<file path="src/record_deframer_crc32_assert.svh">
// Assertion macros used by the deframer parser (rdc_parse).
`ifndef RECORD_DEFRAMER_CRC32_ASSERT_SVH
`define RECORD_DEFRAMER_CRC32_ASSERT_SVH

// Check a property on every rising clk edge outside reset.
`define RDC_ASSERT(lbl, prop, msg) \
  lbl: assert property (@(posedge clk) disable iff (rst) (prop)) else $error(msg);

// Check that a condition implies another in the following cycle.
`define RDC_ASSERT_NEXT(lbl, ante, cons, msg) \
  lbl: assert property (@(posedge clk) disable iff (rst) (ante) |=> (cons)) else $error(msg);

`endif

</file>
<file path="src/rdc_pkg.sv">
// Types, constants and the CRC-32 byte step shared by the deframer modules.
`default_nettype none

package rdc_pkg;

  localparam int unsigned CFG_INDEX_W = 1;

  localparam logic [CFG_INDEX_W-1:0] CFG_MAX_RECORD = 1'd0;
  localparam logic [CFG_INDEX_W-1:0] CFG_VERSION    = 1'd1;

  localparam logic [31:0] MAX_RECORD_RESET = 32'd83886080;
  localparam logic [31:0] VERSION_RESET    = 32'd1;

  localparam logic [31:0] CRC_POLY   = 32'hEDB88320;
  localparam logic [31:0] ALL_ONES   = 32'hFFFFFFFF;
  localparam logic [31:0] MAGIC_WORD = 32'h5332544A;

  localparam logic CMD_DATA = 1'b0;
  localparam logic CMD_END  = 1'b1;

  localparam logic KIND_PAYLOAD = 1'b0;
  localparam logic KIND_STATUS  = 1'b1;

  localparam logic [2:0] ST_OK         = 3'd0;
  localparam logic [2:0] ST_CLEAN_END  = 3'd1;
  localparam logic [2:0] ST_TORN       = 3'd2;
  localparam logic [2:0] ST_BAD_LENGTH = 3'd3;
  localparam logic [2:0] ST_BAD_HEADER = 3'd4;
  localparam logic [2:0] ST_VERSION    = 3'd5;

  typedef struct packed {
    logic       command;
    logic [7:0] data_byte;
  } in_t;

  typedef struct packed {
    logic        kind;
    logic [7:0]  payload_byte;
    logic [7:0]  record_kind;
    logic [2:0]  status;
    logic [31:0] record_length;
  } out_t;

  typedef struct packed {
    logic [31:0] max_record_bytes;
    logic [31:0] expected_version;
  } cfg_t;

  // Reflected CRC-32 over one byte, bitwise form of the table lookup.
  function automatic logic [31:0] crc_update(input logic [31:0] crc, input logic [7:0] b);
    logic [31:0] c;
    c = crc ^ {24'd0, b};
    for (int k = 0; k < 8; k++) begin
      c = c[0] ? (CRC_POLY ^ (c >> 1)) : (c >> 1);
    end
    return c;
  endfunction

endpackage

`default_nettype wire

</file>
<file path="src/rdc_fifo.sv">
// Small register queue used between the front, the parser and the result side.
`default_nettype none

module rdc_fifo #(
  parameter int unsigned WIDTH = 9,
  parameter int unsigned DEPTH = 2
) (
  input  wire logic             clk,
  input  wire logic             rst,
  input  wire logic             push,
  input  wire logic [WIDTH-1:0] wdata,
  output logic                  full,
  input  wire logic             pop,
  output logic [WIDTH-1:0]      rdata,
  output logic                  empty
);

  localparam int unsigned PW = (DEPTH > 1) ? $clog2(DEPTH) : 1;
  localparam int unsigned CW = $clog2(DEPTH + 1);
  localparam logic [PW-1:0] LAST = PW'(DEPTH - 1);
  localparam logic [CW-1:0] FULL_COUNT = CW'(DEPTH);

  logic [WIDTH-1:0] slots [DEPTH];
  logic [PW-1:0]    wr_ptr;
  logic [PW-1:0]    rd_ptr;
  logic [CW-1:0]    count;
  logic             do_push;
  logic             do_pop;

  assign full    = (count == FULL_COUNT);
  assign empty   = (count == '0);
  assign do_push = push && !full;
  assign do_pop  = pop && !empty;
  assign rdata   = slots[rd_ptr];

  always_ff @(posedge clk) begin
    if (rst) begin
      wr_ptr <= '0;
      rd_ptr <= '0;
      count  <= '0;
    end else begin
      if (do_push) begin
        wr_ptr <= (wr_ptr == LAST) ? '0 : wr_ptr + 1'b1;
      end
      if (do_pop) begin
        rd_ptr <= (rd_ptr == LAST) ? '0 : rd_ptr + 1'b1;
      end
      if (do_push && !do_pop) begin
        count <= count + 1'b1;
      end else if (do_pop && !do_push) begin
        count <= count - 1'b1;
      end
    end
  end

  always_ff @(posedge clk) begin
    if (do_push) begin
      slots[wr_ptr] <= wdata;
    end
  end

endmodule

`default_nettype wire

</file>
<file path="src/rdc_parse.sv">
// Back end: segment header check, record parsing and CRC-32 verification.
`default_nettype none
`include "record_deframer_crc32_assert.svh"

module rdc_parse (
  input  wire logic         clk,
  input  wire logic         rst,
  input  wire rdc_pkg::cfg_t cfg,
  input  wire logic         in_ready,
  input  wire rdc_pkg::in_t in_item,
  input  wire logic         out_room,
  output logic              go,
  output logic              res_valid,
  output rdc_pkg::out_t     res
);

  typedef enum logic [2:0] {
    PH_SEGHDR  = 3'd0,
    PH_RECHDR  = 3'd1,
    PH_PAYLOAD = 3'd2,
    PH_CRC     = 3'd3,
    PH_DROP    = 3'd4
  } phase_t;

  phase_t      phase, phase_next;
  logic [31:0] pos, pos_next;
  logic [31:0] len, len_next;
  logic [7:0]  typ, typ_next;
  logic [31:0] crc, crc_next;
  logic [31:0] scw, scw_next;

  logic [7:0]  b;
  logic        is_end;
  logic [31:0] pos_inc;
  logic [31:0] len_shift;
  logic [31:0] scw_shift;
  logic [31:0] crc_seed;
  logic [31:0] crc_step;

  assign go        = in_ready && out_room;
  assign b         = in_item.data_byte;
  assign is_end    = (in_item.command == rdc_pkg::CMD_END);
  assign pos_inc   = pos + 32'd1;
  assign len_shift = {len[23:0], b};
  assign scw_shift = {scw[23:0], b};
  assign crc_seed  = (phase == PH_RECHDR && pos == 32'd0) ? rdc_pkg::ALL_ONES : crc;
  assign crc_step  = rdc_pkg::crc_update(crc_seed, b);

  always_comb begin
    phase_next = phase;
    pos_next   = pos;
    len_next   = len;
    typ_next   = typ;
    crc_next   = crc;
    scw_next   = scw;
    res_valid  = 1'b0;
    res        = '0;
    if (go) begin
      if (is_end) begin
        res.kind = rdc_pkg::KIND_STATUS;
        unique case (phase)
          PH_SEGHDR: begin
            res_valid  = 1'b1;
            res.status = rdc_pkg::ST_BAD_HEADER;
          end
          PH_RECHDR: begin
            res_valid  = 1'b1;
            res.status = (pos == 32'd0) ? rdc_pkg::ST_CLEAN_END : rdc_pkg::ST_TORN;
          end
          PH_PAYLOAD, PH_CRC: begin
            res_valid         = 1'b1;
            res.status        = rdc_pkg::ST_TORN;
            res.record_kind   = typ;
            res.record_length = len;
          end
          default: begin
            res_valid = 1'b0;
          end
        endcase
        // rearm for the next segment
        phase_next = PH_SEGHDR;
        pos_next   = '0;
        len_next   = '0;
        typ_next   = '0;
        crc_next   = rdc_pkg::ALL_ONES;
        scw_next   = '0;
      end else begin
        unique case (phase)
          PH_SEGHDR: begin
            if (pos < 32'd4) begin
              scw_next = scw_shift;
            end else if (pos < 32'd8) begin
              len_next = len_shift;
            end
            pos_next = pos_inc;
            if (pos == 32'd15) begin
              pos_next = '0;
              len_next = '0;
              scw_next = '0;
              res.kind = rdc_pkg::KIND_STATUS;
              if (scw != rdc_pkg::MAGIC_WORD) begin
                res_valid  = 1'b1;
                res.status = rdc_pkg::ST_BAD_HEADER;
                phase_next = PH_DROP;
              end else if (len != cfg.expected_version) begin
                res_valid  = 1'b1;
                res.status = rdc_pkg::ST_VERSION;
                phase_next = PH_DROP;
              end else begin
                phase_next = PH_RECHDR;
              end
            end
          end
          PH_RECHDR: begin
            if (pos == 32'd0) begin
              typ_next = b;
              len_next = '0;
            end else begin
              len_next = len_shift;
            end
            crc_next = crc_step;
            pos_next = pos_inc;
            if (pos == 32'd4) begin
              pos_next = '0;
              scw_next = '0;
              if (len_shift > cfg.max_record_bytes) begin
                res_valid         = 1'b1;
                res.kind          = rdc_pkg::KIND_STATUS;
                res.status        = rdc_pkg::ST_BAD_LENGTH;
                res.record_kind   = typ;
                res.record_length = len_shift;
                phase_next        = PH_DROP;
              end else begin
                phase_next = (len_shift != '0) ? PH_PAYLOAD : PH_CRC;
              end
            end
          end
          PH_PAYLOAD: begin
            crc_next          = crc_step;
            res_valid         = 1'b1;
            res.kind          = rdc_pkg::KIND_PAYLOAD;
            res.payload_byte  = b;
            res.record_kind   = typ;
            res.record_length = len;
            pos_next          = pos_inc;
            if (pos_inc == len) begin
              pos_next   = '0;
              scw_next   = '0;
              phase_next = PH_CRC;
            end
          end
          PH_CRC: begin
            scw_next = scw_shift;
            pos_next = pos_inc;
            if (pos == 32'd3) begin
              pos_next          = '0;
              res_valid         = 1'b1;
              res.kind          = rdc_pkg::KIND_STATUS;
              res.record_kind   = typ;
              res.record_length = len;
              if ((crc ^ rdc_pkg::ALL_ONES) == scw_shift) begin
                res.status = rdc_pkg::ST_OK;
                phase_next = PH_RECHDR;
              end else begin
                res.status = rdc_pkg::ST_TORN;
                phase_next = PH_DROP;
              end
            end
          end
          default: begin
            // drop bytes until the end item
            phase_next = PH_DROP;
          end
        endcase
      end
    end
  end

  always_ff @(posedge clk) begin
    if (rst) begin
      phase <= PH_SEGHDR;
      pos   <= '0;
      len   <= '0;
      typ   <= '0;
      crc   <= rdc_pkg::ALL_ONES;
      scw   <= '0;
    end else begin
      phase <= phase_next;
      pos   <= pos_next;
      len   <= len_next;
      typ   <= typ_next;
      crc   <= crc_next;
      scw   <= scw_next;
    end
  end

  `RDC_ASSERT(a_payload_only_in_payload, !(res_valid && res.kind == rdc_pkg::KIND_PAYLOAD) || phase == PH_PAYLOAD, "payload item outside payload phase")
  `RDC_ASSERT_NEXT(a_end_rearms, go && is_end, phase == PH_SEGHDR && pos == '0 && crc == rdc_pkg::ALL_ONES, "end item did not rearm")
  `RDC_ASSERT_NEXT(a_drop_holds, phase == PH_DROP && !(go && is_end), phase == PH_DROP, "left drop without end item")
  `RDC_ASSERT(a_result_needs_room, !res_valid || out_room, "result produced with no room")

endmodule

`default_nettype wire

</file>
<file path="src/record_deframer_crc32.sv">
// Items pass the front queue and the parser; a result is queued as its item is taken.
// Throughput: one item per cycle; the parser takes an item whenever the input
// queue holds one and the result queue has a free slot.
// CRC-32 covers record header and payload bytes; length is checked at header end.
// Reset (rst, synchronous): queues empty, parser at segment header, CRC all ones,
// max_record_bytes = 83886080 and expected_version = 1.
`default_nettype none

module record_deframer_crc32 #(
  parameter int unsigned IN_DEPTH  = 2,
  parameter int unsigned OUT_DEPTH = 2
) (
  input  wire logic                          clk,
  input  wire logic                          rst,
  input  wire logic                          push,
  output logic                               full,
  input  wire rdc_pkg::in_t                  item,
  output logic                               empty,
  input  wire logic                          pop,
  output rdc_pkg::out_t                      result,
  input  wire logic                          cfg_valid,
  output logic                               cfg_ready,
  input  wire logic [rdc_pkg::CFG_INDEX_W-1:0] cfg_index,
  input  wire logic [31:0]                   cfg_data
);

  localparam int unsigned IN_W  = $bits(rdc_pkg::in_t);
  localparam int unsigned OUT_W = $bits(rdc_pkg::out_t);

  rdc_pkg::cfg_t   cfg;
  logic            front_empty;
  logic [IN_W-1:0] front_bits;
  rdc_pkg::in_t    front_item;
  logic            back_full;
  logic            go;
  logic            res_valid;
  rdc_pkg::out_t   res;
  logic [OUT_W-1:0] result_bits;

  assign cfg_ready = 1'b1;

  always_ff @(posedge clk) begin
    if (rst) begin
      cfg.max_record_bytes <= rdc_pkg::MAX_RECORD_RESET;
      cfg.expected_version <= rdc_pkg::VERSION_RESET;
    end else if (cfg_valid && cfg_ready) begin
      unique case (cfg_index)
        rdc_pkg::CFG_MAX_RECORD: cfg.max_record_bytes <= cfg_data;
        rdc_pkg::CFG_VERSION:    cfg.expected_version <= cfg_data;
        default:                 cfg.max_record_bytes <= cfg.max_record_bytes;
      endcase
    end
  end

  // Front: take items in and hold them for the parser.
  rdc_fifo #(
    .WIDTH (IN_W),
    .DEPTH (IN_DEPTH)
  ) u_front (
    .clk   (clk),
    .rst   (rst),
    .push  (push),
    .wdata (item),
    .full  (full),
    .pop   (go),
    .rdata (front_bits),
    .empty (front_empty)
  );

  assign front_item = rdc_pkg::in_t'(front_bits);

  rdc_parse u_parse (
    .clk       (clk),
    .rst       (rst),
    .cfg       (cfg),
    .in_ready  (!front_empty),
    .in_item   (front_item),
    .out_room  (!back_full),
    .go        (go),
    .res_valid (res_valid),
    .res       (res)
  );

  rdc_fifo #(
    .WIDTH (OUT_W),
    .DEPTH (OUT_DEPTH)
  ) u_results (
    .clk   (clk),
    .rst   (rst),
    .push  (res_valid),
    .wdata (res),
    .full  (back_full),
    .pop   (pop),
    .rdata (result_bits),
    .empty (empty)
  );

  assign result = rdc_pkg::out_t'(result_bits);

endmodule

`default_nettype wire

</file>
<file path="config.mk">
export PLATFORM = sky130hd
export DESIGN_NAME = record_deframer_crc32
export DESIGN_NICKNAME = d
export VERILOG_FILES = /design/src/rdc_pkg.sv /design/src/rdc_fifo.sv /design/src/rdc_parse.sv /design/src/record_deframer_crc32.sv
export VERILOG_INCLUDE_DIRS = /design/src /design/src/src
export SDC_FILE = /design/constraint.sdc
export NUM_CORES = 1
export LEC_CHECK = 0
export BUFFER_PORTS_ARGS = -buffer_cell sky130_fd_sc_hd__buf_2
export CAP_MARGIN = 15
export CORE_MARGIN = 2
export CORE_UTILIZATION = 45
export CTS_CLUSTER_SIZE = 12
export DETAILED_ROUTE_END_ITERATION = 10
export PLACE_DENSITY_LB_ADDON = 0.12
export SYNTH_ARGS = -nofsm -noshare
export SYNTH_HDL_FRONTEND = slang
export SYNTH_SLANG_ARGS = --single-unit
</file>
<file path="constraint.sdc">
create_clock -name clk -period 9.4 [get_ports clk]
set_input_delay 0 -clock clk [delete_from_list [all_inputs] [get_ports clk]]
set_output_delay 0 -clock clk [all_outputs]
set_load 0.01 [all_outputs]
</file>
After elaboration in Yosys (flattened, before gate mapping):

Memory sizes are Yosys's and may differ from the RTL's. A register that Yosys moved wholly into a read port is not among the register bits.
Index checks and enable logic that the tools add are counted.

* register bits: 211
* latch bits: 0
* bits in writable memories: 122
* ROM bits: 0
* bits of input ports: 47
* output and inout bits: 55
* word-level logic and storage cells: 189
* memories: 2

* add/subtract/negate cells: 9
* $mul: 0
* divide/modulo/power cells: 0
* $lt $le $gt $ge: 3
* equal/unequal tests: 19
* shift operators: 0
* mux-type cells: 90
* bitwise operators: 11
* reductions and logical operators: 41

Memories
* u_results.slots: depth 2, bits a word 52, rd ports 1, clocked after memory_dff 1, wr ports 1, RTL line rdc_fifo.sv:23 `logic [WIDTH-1:0] slots [DEPTH];`
* u_front.slots: depth 2, bits a word 9, rd ports 1, clocked after memory_dff 1, wr ports 1, RTL line rdc_fifo.sv:23

Operator list (number)
* $mux 32: 27
* $pmux 32 s4: 2
* $mux 43: 4
* $not 13->14: 8
* $pmux 32 s3: 1
* $eq 32x32->1: 2
* $pmux 32 s2: 1
* $mux 52: 1
* $mux 8: 6
* $mux 3: 12
* $add 32x1->32 const B: 1
* $eq 32x2->1 const B: 1
* $eq 32x3->1 const B: 1
* $eq 32x4->1 const B: 1
* $gt 32x32->1: 1
* $logic_not 32->1: 1
* $lt 32x3->1 const B: 1
* $lt 32x4->1 const B: 1
* $ne 32x31->1 const B: 1
* $ne 32x32->1: 1
* $not 32->32: 1
* $reduce_bool 32->1: 1
* $xor 32x8->32: 1
* $mux 1: 24
* other kinds (30): 72

Logic depth before layout (Yosys ltp):

Gate-level depths: netlist of run 1.

* depth in word-level cells: 22
* depth in mapped cells: 16
* gate-level depth less buffers: 14

Cells and area by module:

Synthesis of run 1 repeated with hierarchy kept, for this count alone.

* cell total of the unflattened synthesis: 1955
* area total of the unflattened synthesis: 18489.0 um^2

By module, submodules not included
* rdc_parse: instances 1, cells an instance 1462, area an instance 10953.0 um^2, seq. area each 2782.7 um^2
* rdc_fifo (u_results): instances 1, cells an instance 187, area an instance 3956.3 um^2, seq. area each 3223.1 um^2
* record_deframer_crc32: instances 1, cells an instance 253, area an instance 2715.1 um^2, seq. area each 1281.2 um^2
* rdc_fifo (u_front): instances 1, cells an instance 53, area an instance 864.6 um^2, seq. area each 640.6 um^2

Worst setup path after synthesis of run 1:

OpenSTA, ideal clock, no wires.

* kind: register to register
* from: register (tool-made name)
* to: memory u_results.slots[0][0] in the netlist's numbering (enable)
* setup time: 0.468 ns
* arrival: 5.514 ns
* data required time: 8.932 ns
* slack: 3.418 ns
* stages on the path, launching flop included: 11
* buffers on the path: 1
* clock period less this slack: 5.982 ns
* path through: dfxtp_1 buf_2 mux2i_1 clkinv_1 ha_1 o211ai_1 a311oi_1 o21a_1 o2111ai_1 a311oi_1 nor2b_1

RTL lines (RTL line)
* end: declaration: rdc_fifo.sv:23

==> results of run 1 <==
## flip-flops by register name, summed over array words and instances (netlist names), 3 cells and up, named ones only
name / cells
u_parse.pos: 32
cfg: 64
u_parse.typ: 8
u_parse.scw: 32
u_front.slots: 18
u_parse.phase: 3
u_parse.len: 32
u_parse.crc: 32
u_results.slots: 104
## cell families after synthesis
| logic type | Yosys count | synth area share [%] |
|---|---|---|
| AO/OA/AOI/OAI | 342 | 14.3 |
| XOR/XNOR | 228 | 12.0 |
| AND/OR/NAND/NOR | 540 | 15.5 |
| buffers and inverters | 200 | 4.70 |
| flip-flops | 335 | 46.4 |
| multiplexers | 69 | 4.44 |
| adder cells (fa/ha/maj) | 36 | 2.64 |
| other | 1 | 0.0220 |
## critical path: cells and delay by family, from the launching register on
kind	cells	cell delay [ps]
AOI/OAI and AO/OA	3	1080
and+or+nand+nor	5	720
buffers and inverters	2	1180
DFF	1	640
muxes	1	940
adders and majority gates	1	460
## repair_timing
item / 4_1_cts / 5_1_grt
gates resized for setup: 0 / 0
hold buffers: 49 / 0
endpoints found under the hold margin: 107 / 0
## area by class of cell
class                   instances  area (µm²)  share of cell area, %
inverters                      59         221                   1.14
clock inverters                12        85.1                  0.437
multi-input cells            1216        8380                   43.1
flip-flops and latches        335        7930                   40.7
repair buffers                172        1190                   6.09
well taps                     511         639                   3.28
clock buffers                  55        1020                   5.26
## cells in the final DEF (no fill, tap or decap), drive strengths merged, types with 4 or more instances in the layout
| cell | count |
|---|---|
| inv | 58 |
| nor3 | 17 |
| nand4 | 57 |
| o311ai | 16 |
| mux2i | 15 |
| and2 | 13 |
| mux2 | 54 |
| a311oi | 4 |
| edfxtp | 122 |
| dfxtp | 213 |
| and3 | 9 |
| nand3 | 39 |
| clkbuf | 55 |
| nor4 | 26 |
| a21oi | 85 |
| a21o | 14 |
| dlygate4sd3 | 49 |
| or3 | 7 |
| or2 | 4 |
| xor2 | 49 |
| nor2b | 4 |
| nor2 | 127 |
| a211oi | 5 |
| a22oi | 42 |
| a211o | 4 |
| o21ai | 25 |
| clkinv | 13 |
| and4 | 7 |
| xnor2 | 179 |
| nand2 | 194 |
| o22ai | 20 |
| ha | 36 |
| a31oi | 15 |
| a22o | 64 |
| nand2b | 22 |
| buf | 123 |
| o22a | 18 |
## per-layer routing
metal	vias to the layer above	track usage, %	part of all wire [%]
li1	6376	-	-
met1	6345	36.5	48
met2	388	36.3	43
met3	56	3.42	7.0
met4	0	5.11	1.5
met5	-	0	0
## where the power goes
part | internal, mW | switching, mW
clock network | 0.758 | 0.579
registers | 1.72 | 0.185
logic | 0.919 | 1.09
## worst max path at each step
| stage | endpoint | slack (ps) |
|---|---|---|
| final | u_results.slots[0][23] | 3960 |
| after global routing | u_results.slots[0][23] | 3540 |
| after CTS | u_results.slots[0][23] | 4030 |
| after detailed placement | u_results.slots[0][26] | 4060 |
| after global placement | u_results.slots[0][27] | 4250 |
| after floorplan | u_results.slots[0][0] | 3420 |
==> summary.txt, run 1 <==
Critical path
  – Startpoint types: register
  – R2R cell count: 12
  – Cell at the slowest stage of the critical path: mux2i_1
  – Crit Path Category: reg2reg
  – Worst R2R End: u_results.slots[0][23]
  – Flop-to-flop setup slack: 3960 ps
  – Slowest stage delay, CP: 940 ps
  – Required @ worst endpoint: 9560 ps
  – Cell-by-cell trace of the critical path: mux2i_1, clkinv_1, ha_1, nand4_1, nor2_1, nand4_1, nor2b_1, a32o_1, o2111ai_1, a311oi_1, nor2b_4, buf_4
  – Max FO, Critical Path: 52
  – CP arrival: 5590 ps
  – Worst setup EP type: register
  – Top cell by count, worst path: nand4_1

Global routing
  – Vias in the first global route: 12600
  – Largest net degree at the start of global routing: 91
  – Total gr overflow: 0
  – Antenna violations before repair: 0
  – First-pass GRT wire length: 73300 µm
  – Tot GR Track Use: 24.1%

Clocking
  – Setup Buffers After CTS: 0
  – Clock Tree Root: clkbuf_16
  – Longest Clk Path Bufs: 3
  – Clock transition at the registers of the reported paths: 60 ps
  – H-tree levels: 2
  – Clock Sinks: 335
  – TritonCTS clock tree: built
  – Skew-Pair Late Insertion Delay: 540 ps
  – CTS buffer count: 37

Finish
  – Layout cells sized above 1: 14.1%
  – Layout Utilization: 51.9%
  – Antenna Cells: 0
  – Fillers: 3546
  – Layout Nets: 1904
  – Final instance area: 0.0195 mm²
  – Non-Filler Instances: 2360
  – Layout Area Growth over Synthesis: 14.0%

Hold path
  – Hold Crit Start: cfg_index
  – Hold path depth: 5
  – Hold Crit Endpoint: cfg[50]
  – HP Class: in2reg

Synthesis
  – Yosys top cell area share: 25.0%
  – Post-synth EDFFs: 122
  – Prevailing post-synth register cell: dfxtp_1
  – Yosys warns: 0
  – Synth top area cells: dfxtp_1 (25%), edfxtp_1 (21%), xnor2_1 (9.0%)
  – Ys async rst share: 0%
  – Synth unique cells: 82
  – Synthesized Nets: 1834
  – Most common cell in the netlist: dfxtp_1
  – Cell taking the most area after synthesis: dfxtp_1
  – Mean Syn Cell Area: 9.75 µm²
  – Post-synth top cells: dfxtp_1 (213), nand2_1 (192), xnor2_1 (175)
  – Syn Inst Count: 1751
  – Synth Register Bits: 335
  – Sequential fraction of the synthesis area: 46.4%
  – Post-Syn Area: 0.0171 mm²

Detailed routing
  – WL final: 47600 µm
  – 1st-iter DRT viols: 991
  – DRC: 0
  – Vias/cell: 5.58
  – Antenna-violating nets left: 0
  – Avg WL per Cell: 20.2 µm
  – Vias: 13200
  – Initial DRT Pass Iterations: 8

Place
  – DP Cell Count: 2243
  – HPWL Detailed: 32500 µm
  – Pre-CTS setup slack: 4060 ps
  – Buffers on Ports: 100
  – RePlAce Congestion: 0.909
  – Cell Area, Placed: 0.0178 mm²

Floorplan
  – I/O pin count: 102
  – Full die area: 0.0395 mm²
  – Core area: 0.0375 mm²
  – Chip Width: 199 µm
  – Site row count: 71
  – Initial core utilization: 45.6%
  – Chip height: 199 µm

Status
  – Status: complete, no violations

Timing
  – Slew Limit Fails: 0
  – Worst Skew: 21.5 ps
  – Worst Tran Pin Value: 1160 ps
  – Slew HR: 22.5%
  – RSZ-0062 raised after global routing: no
  – FMAX: 0.184 GHz
  – Final hold vios: 0
  – Final setup vio count: 0
  – Total negative slack: 0 ps
  – Final period utilization: 57.8%
  – Hold slack final: 53.3 ps
  – Final min period: 5440 ps
  – Setup WS post-layout: 3960 ps

Pwr
  – VDD IR max: 144 µV
  – Total power: 5.25 mW
  – Pwr/cell area: 270 mW/mm²
  – LEAKAGE: 7.01 nW

Flow run
  – Max Cap Viol: 0
(Power assumes the default switching activity.)
==> run 2, diff against run 1 <==
ABC_AREA = 1   (was not set)
clock period = 4.5 ns   (was 9.4 ns; I/O delays follow)
==> summary.txt, run 2 <==
Finish
  – Most common cell after layout, fill and taps aside: nand2_1
  – Largest Register: u_results.slots
  – Top Registers: u_results.slots (104), cfg (64)
  – Antenna Cells: 0 (unchanged)
  – Layout cells sized above 1: 12.5% (-1.5 points)
  – Layout Nets: 2663 (+40%)
  – Max reg flops: 104 (unchanged)
  – Non-Filler Instances: 3142 (+33%)
  – Layout Area Growth over Synthesis: 14.7%
  – Reg area: 0.00793 mm² (unchanged)
  – Fillers: 3938 (+11%)
  – Commonest non-fill, non-tap cells in the layout: nand2_1 (571), nor2_1 (295), inv_1 (237)
  – Multi-input combinational cell area: 0.00934 mm² (+11%)

Pwr
  – LEAKAGE: 8.60 nW (+23%)
  – VDD IR max: 328 µV (+130%)
  – Pwr/cell area: 680 mW/mm² (+150%)

Critical path
  – CP delay by family, top: simple AND/OR/NAND/NOR gates
  – Crit path to: u_results.slots[0][29]
  – Cell at the slowest stage of the critical path: dfxtp_1
  – Worst Path Buf+Inv: 5 (+3)
  – Crit Path Category: reg2reg
  – Flop-to-flop setup slack: 550 ps (-3410 ps)
  – Worst R2R End: u_results.slots[0][29]
  – Cell-by-cell trace of the critical path: inv_2, or2_2, o21ai_2, inv_1, ha_1, nand2_1, o21a_1, o21bai_1, nand2_1, nand2_1, nand2_1, nand3_1, nand4_1, nand2_1, inv_1, a21oi_1, inv_1, nor2_4, buf_12
  – WP depth: 19 (+7)
  – Slowest stage delay, CP: 530 ps (-410 ps)
  – Required @ worst endpoint: 4740 ps (-4820 ps)
  – Startpoint types: register
  – Max FO, Critical Path: 44 (-15%)
  – R2R cell count: 19 (+7)
  – Top cell by count, worst path: nand2_1
  – CP arrival: 4190 ps (-1400 ps)
  – Worst setup EP type: register

Floorplan
  – Chip height: 208 µm (+4.5%)
  – Chip Width: 208 µm (+4.5%)
  – I/O pin count: 102 (unchanged)
  – Core area: 0.0409 mm² (+9.2%)
  – Site row count: 74 (+4.2%)
  – Initial core utilization: 45.7% (+0.14 points)
  – Full die area: 0.0432 mm² (+9.3%)

Timing
  – Final setup vio count: 0 (unchanged)
  – Total negative slack: 0 ps (unchanged)
  – Slew Limit Fails: 0 (unchanged)
  – Worst Skew: 20.7 ps (-0.751 ps)
  – Slew HR: 24.9% (+2.5 points)
  – Final hold vios: 0 (unchanged)
  – Final min period: 3950 ps (-1490 ps)
  – FMAX: 0.253 GHz (+38%)
  – Final period utilization: 87.8% (+30 points)
  – Setup WS post-layout: 551 ps (-3410 ps)
  – RSZ-0062 raised after global routing: no
  – Worst Tran Pin Value: 1120 ps (-38.1 ps)

Global routing
  – Vias in the first global route: 15900 (+25%)
  – Tot GR Track Use: 26.1% (+2.0 points)
  – Total gr overflow: 0 (unchanged)
  – Met1 usage: 38.2% (+1.7 points)
  – Top Usage Layer GRT: met2
  – Met3 Use GR: 3.95% (+0.52 points)
  – Met2 GRT Util: 39.7% (+3.4 points)
  – First-pass GRT wire length: 89500 µm (+22%)
  – Antenna violations before repair: 0 (unchanged)
  – Largest net degree at the start of global routing: 74 (-19%)

Synthesis
  – Sequential fraction of the synthesis area: 42.4% (-4.0 points)
  – Most common cell in the netlist: nand2_1
  – Prevailing post-synth register cell: dfxtp_1
  – Syn Inst Count: 2475 (+41%)
  – Ys async rst share: 0% (unchanged)
  – Synthesized Nets: 2558 (+39%)
  – Yosys warns: 0 (unchanged)
  – Post-Syn Area: 0.0187 mm² (+9.5%)
  – Post-synth top cells: nand2_1 (571), nor2_1 (298), inv_1 (240)
  – Cell taking the most area after synthesis: dfxtp_1
  – Synth Register Bits: 335 (unchanged)
  – Synth unique cells: 53 (-35%)
  – Yosys top cell area share: 22.8% (-2.2 points)
  – Post-synth EDFFs: 122 (unchanged)
  – Synth top area cells: dfxtp_1 (23%), edfxtp_1 (20%), nand2_1 (11%)
  – Mean Syn Cell Area: 7.55 µm² (-23%)

Clocking
  – H-tree levels: 2 (unchanged)
  – Skew-Pair Late Insertion Delay: 570 ps (+30 ps)
  – Clock Sinks: 335 (unchanged)
  – CTS buffer count: 39 (+5.4%)
  – Longest Clk Path Bufs: 3 (unchanged)
  – Clock transition at the registers of the reported paths: 60 ps (about the same)
  – Clock Tree Root: clkbuf_16
  – TritonCTS clock tree: built
  – Setup Buffers After CTS: 0 (unchanged)

Detailed routing
  – Antenna-violating nets left: 0 (unchanged)
  – DRC: 0 (unchanged)
  – Vias: 17100 (+30%)
  – 1st-iter DRT viols: 1411 (+42%)
  – WL final: 57200 µm (+20%)
  – Vias/cell: 5.44 (-2.5%)
  – Initial DRT Pass Iterations: 8 (unchanged)
  – Avg WL per Cell: 18.2 µm (-9.8%)

Status
  – Status: complete, no violations

Place
  – DP Cell Count: 3021 (+35%)
  – Buffers on Ports: 100 (unchanged)
  – RePlAce Congestion: 0.936 (+3.0%)
  – Pre-CTS setup slack: 581 ps (-3480 ps)
  – HPWL Detailed: 40600 µm (+25%)

Flow run
  – Max Cap Viol: 0 (unchanged)

Hold path
  – HP Class: in2reg
## run 2: cell count changes in the layout (fill, tap and decap cells not counted), sizes merged, moves of 118 or more
| cell | previous run | this run |
|---|---|---|
| xnor2 | 179 | 50 |
| inv | 58 | 253 |
| nand2 | 194 | 582 |
| nor2 | 127 | 322 |
| nand3 | 39 | 157 |
| o21ai | 25 | 146 |
## run 2: logic make-up after synthesis
kind of cell / after synthesis / synth area share (%)
AOI/OAI and AO/OA: 424 / 13.1
xor gates and xnor gates: 87 / 4.34
muxes: 52 / 3.13
adders and majority gates: 36 / 2.41
other: 1 / 0.0201
buffers and inverters: 371 / 7.81
DFF: 335 / 42.4
and+or+nand+nor: 1169 / 26.8
## run 2: power breakdown
group	internal, mW	switching, mW	leakage [nW]
Clock	1.90	1.30	0.633
Sequential	3.83	0.470	2.86
Combinational	2.24	4.83	5.10
## run 2: worst min-delay path: stages
cell and delay (ps):
buf_2 90, o21ai_0 150, inv_1 170, o21ai_0 100, nor2_1 80
## run 2: worst min path at each step
stage | start | to | depth (start not counted)
after floorplan | item[0] | u_front.slots[0][0] | 0
after global placement | item[1] | u_front.slots[0][1] | 1
after detailed placement | item[7] | u_front.slots[0][7] | 1
after CTS | push | u_front.wr_ptr | 5
after global routing | push | u_front.wr_ptr | 5
final | push | u_front.wr_ptr | 5
## run 2: routing by layer
metal	vias to the layer above	wire length [µm]	part of all wire [%]
li1	8456	-	-
met1	8002	27400	48
met2	540	25000	44
met3	92	3350	5.9
met4	0	1460	2.6
met5	-	0	0
## run 2: repair_timing
item | 4_1_cts | 5_1_grt
resized for setup | 0 | 0
hold buffers | 50 | 0
endpoints found under the hold margin | 102 | 0
## run 2: layout make-up
type,instances,area share (%)
Multi-Input combinational cell,1769,43.6
Timing Repair Buffer,182,5.91
Sequential cell,335,37.0
Clock buffer,52,4.97
Clock inverter,19,1.03
Inverter,253,4.43
Tap cell,532,3.11
## run 2: through the flow
step | instance area (µm²) | total power, mW | hold slack [ps] | utilization, %
detailed placement | 19700 | 11.3 | 192 | 48.0
global placement | 19700 | 11.2 | 191 | 48.0
floorplan | 18700 | 9.45 | 98.9 | -
global route | 21400 | 15.7 | 109 | 52.4
finish | 21400 | 14.6 | 76.7 | 52.4
CTS | 21400 | 14.6 | 54.6 | 52.4
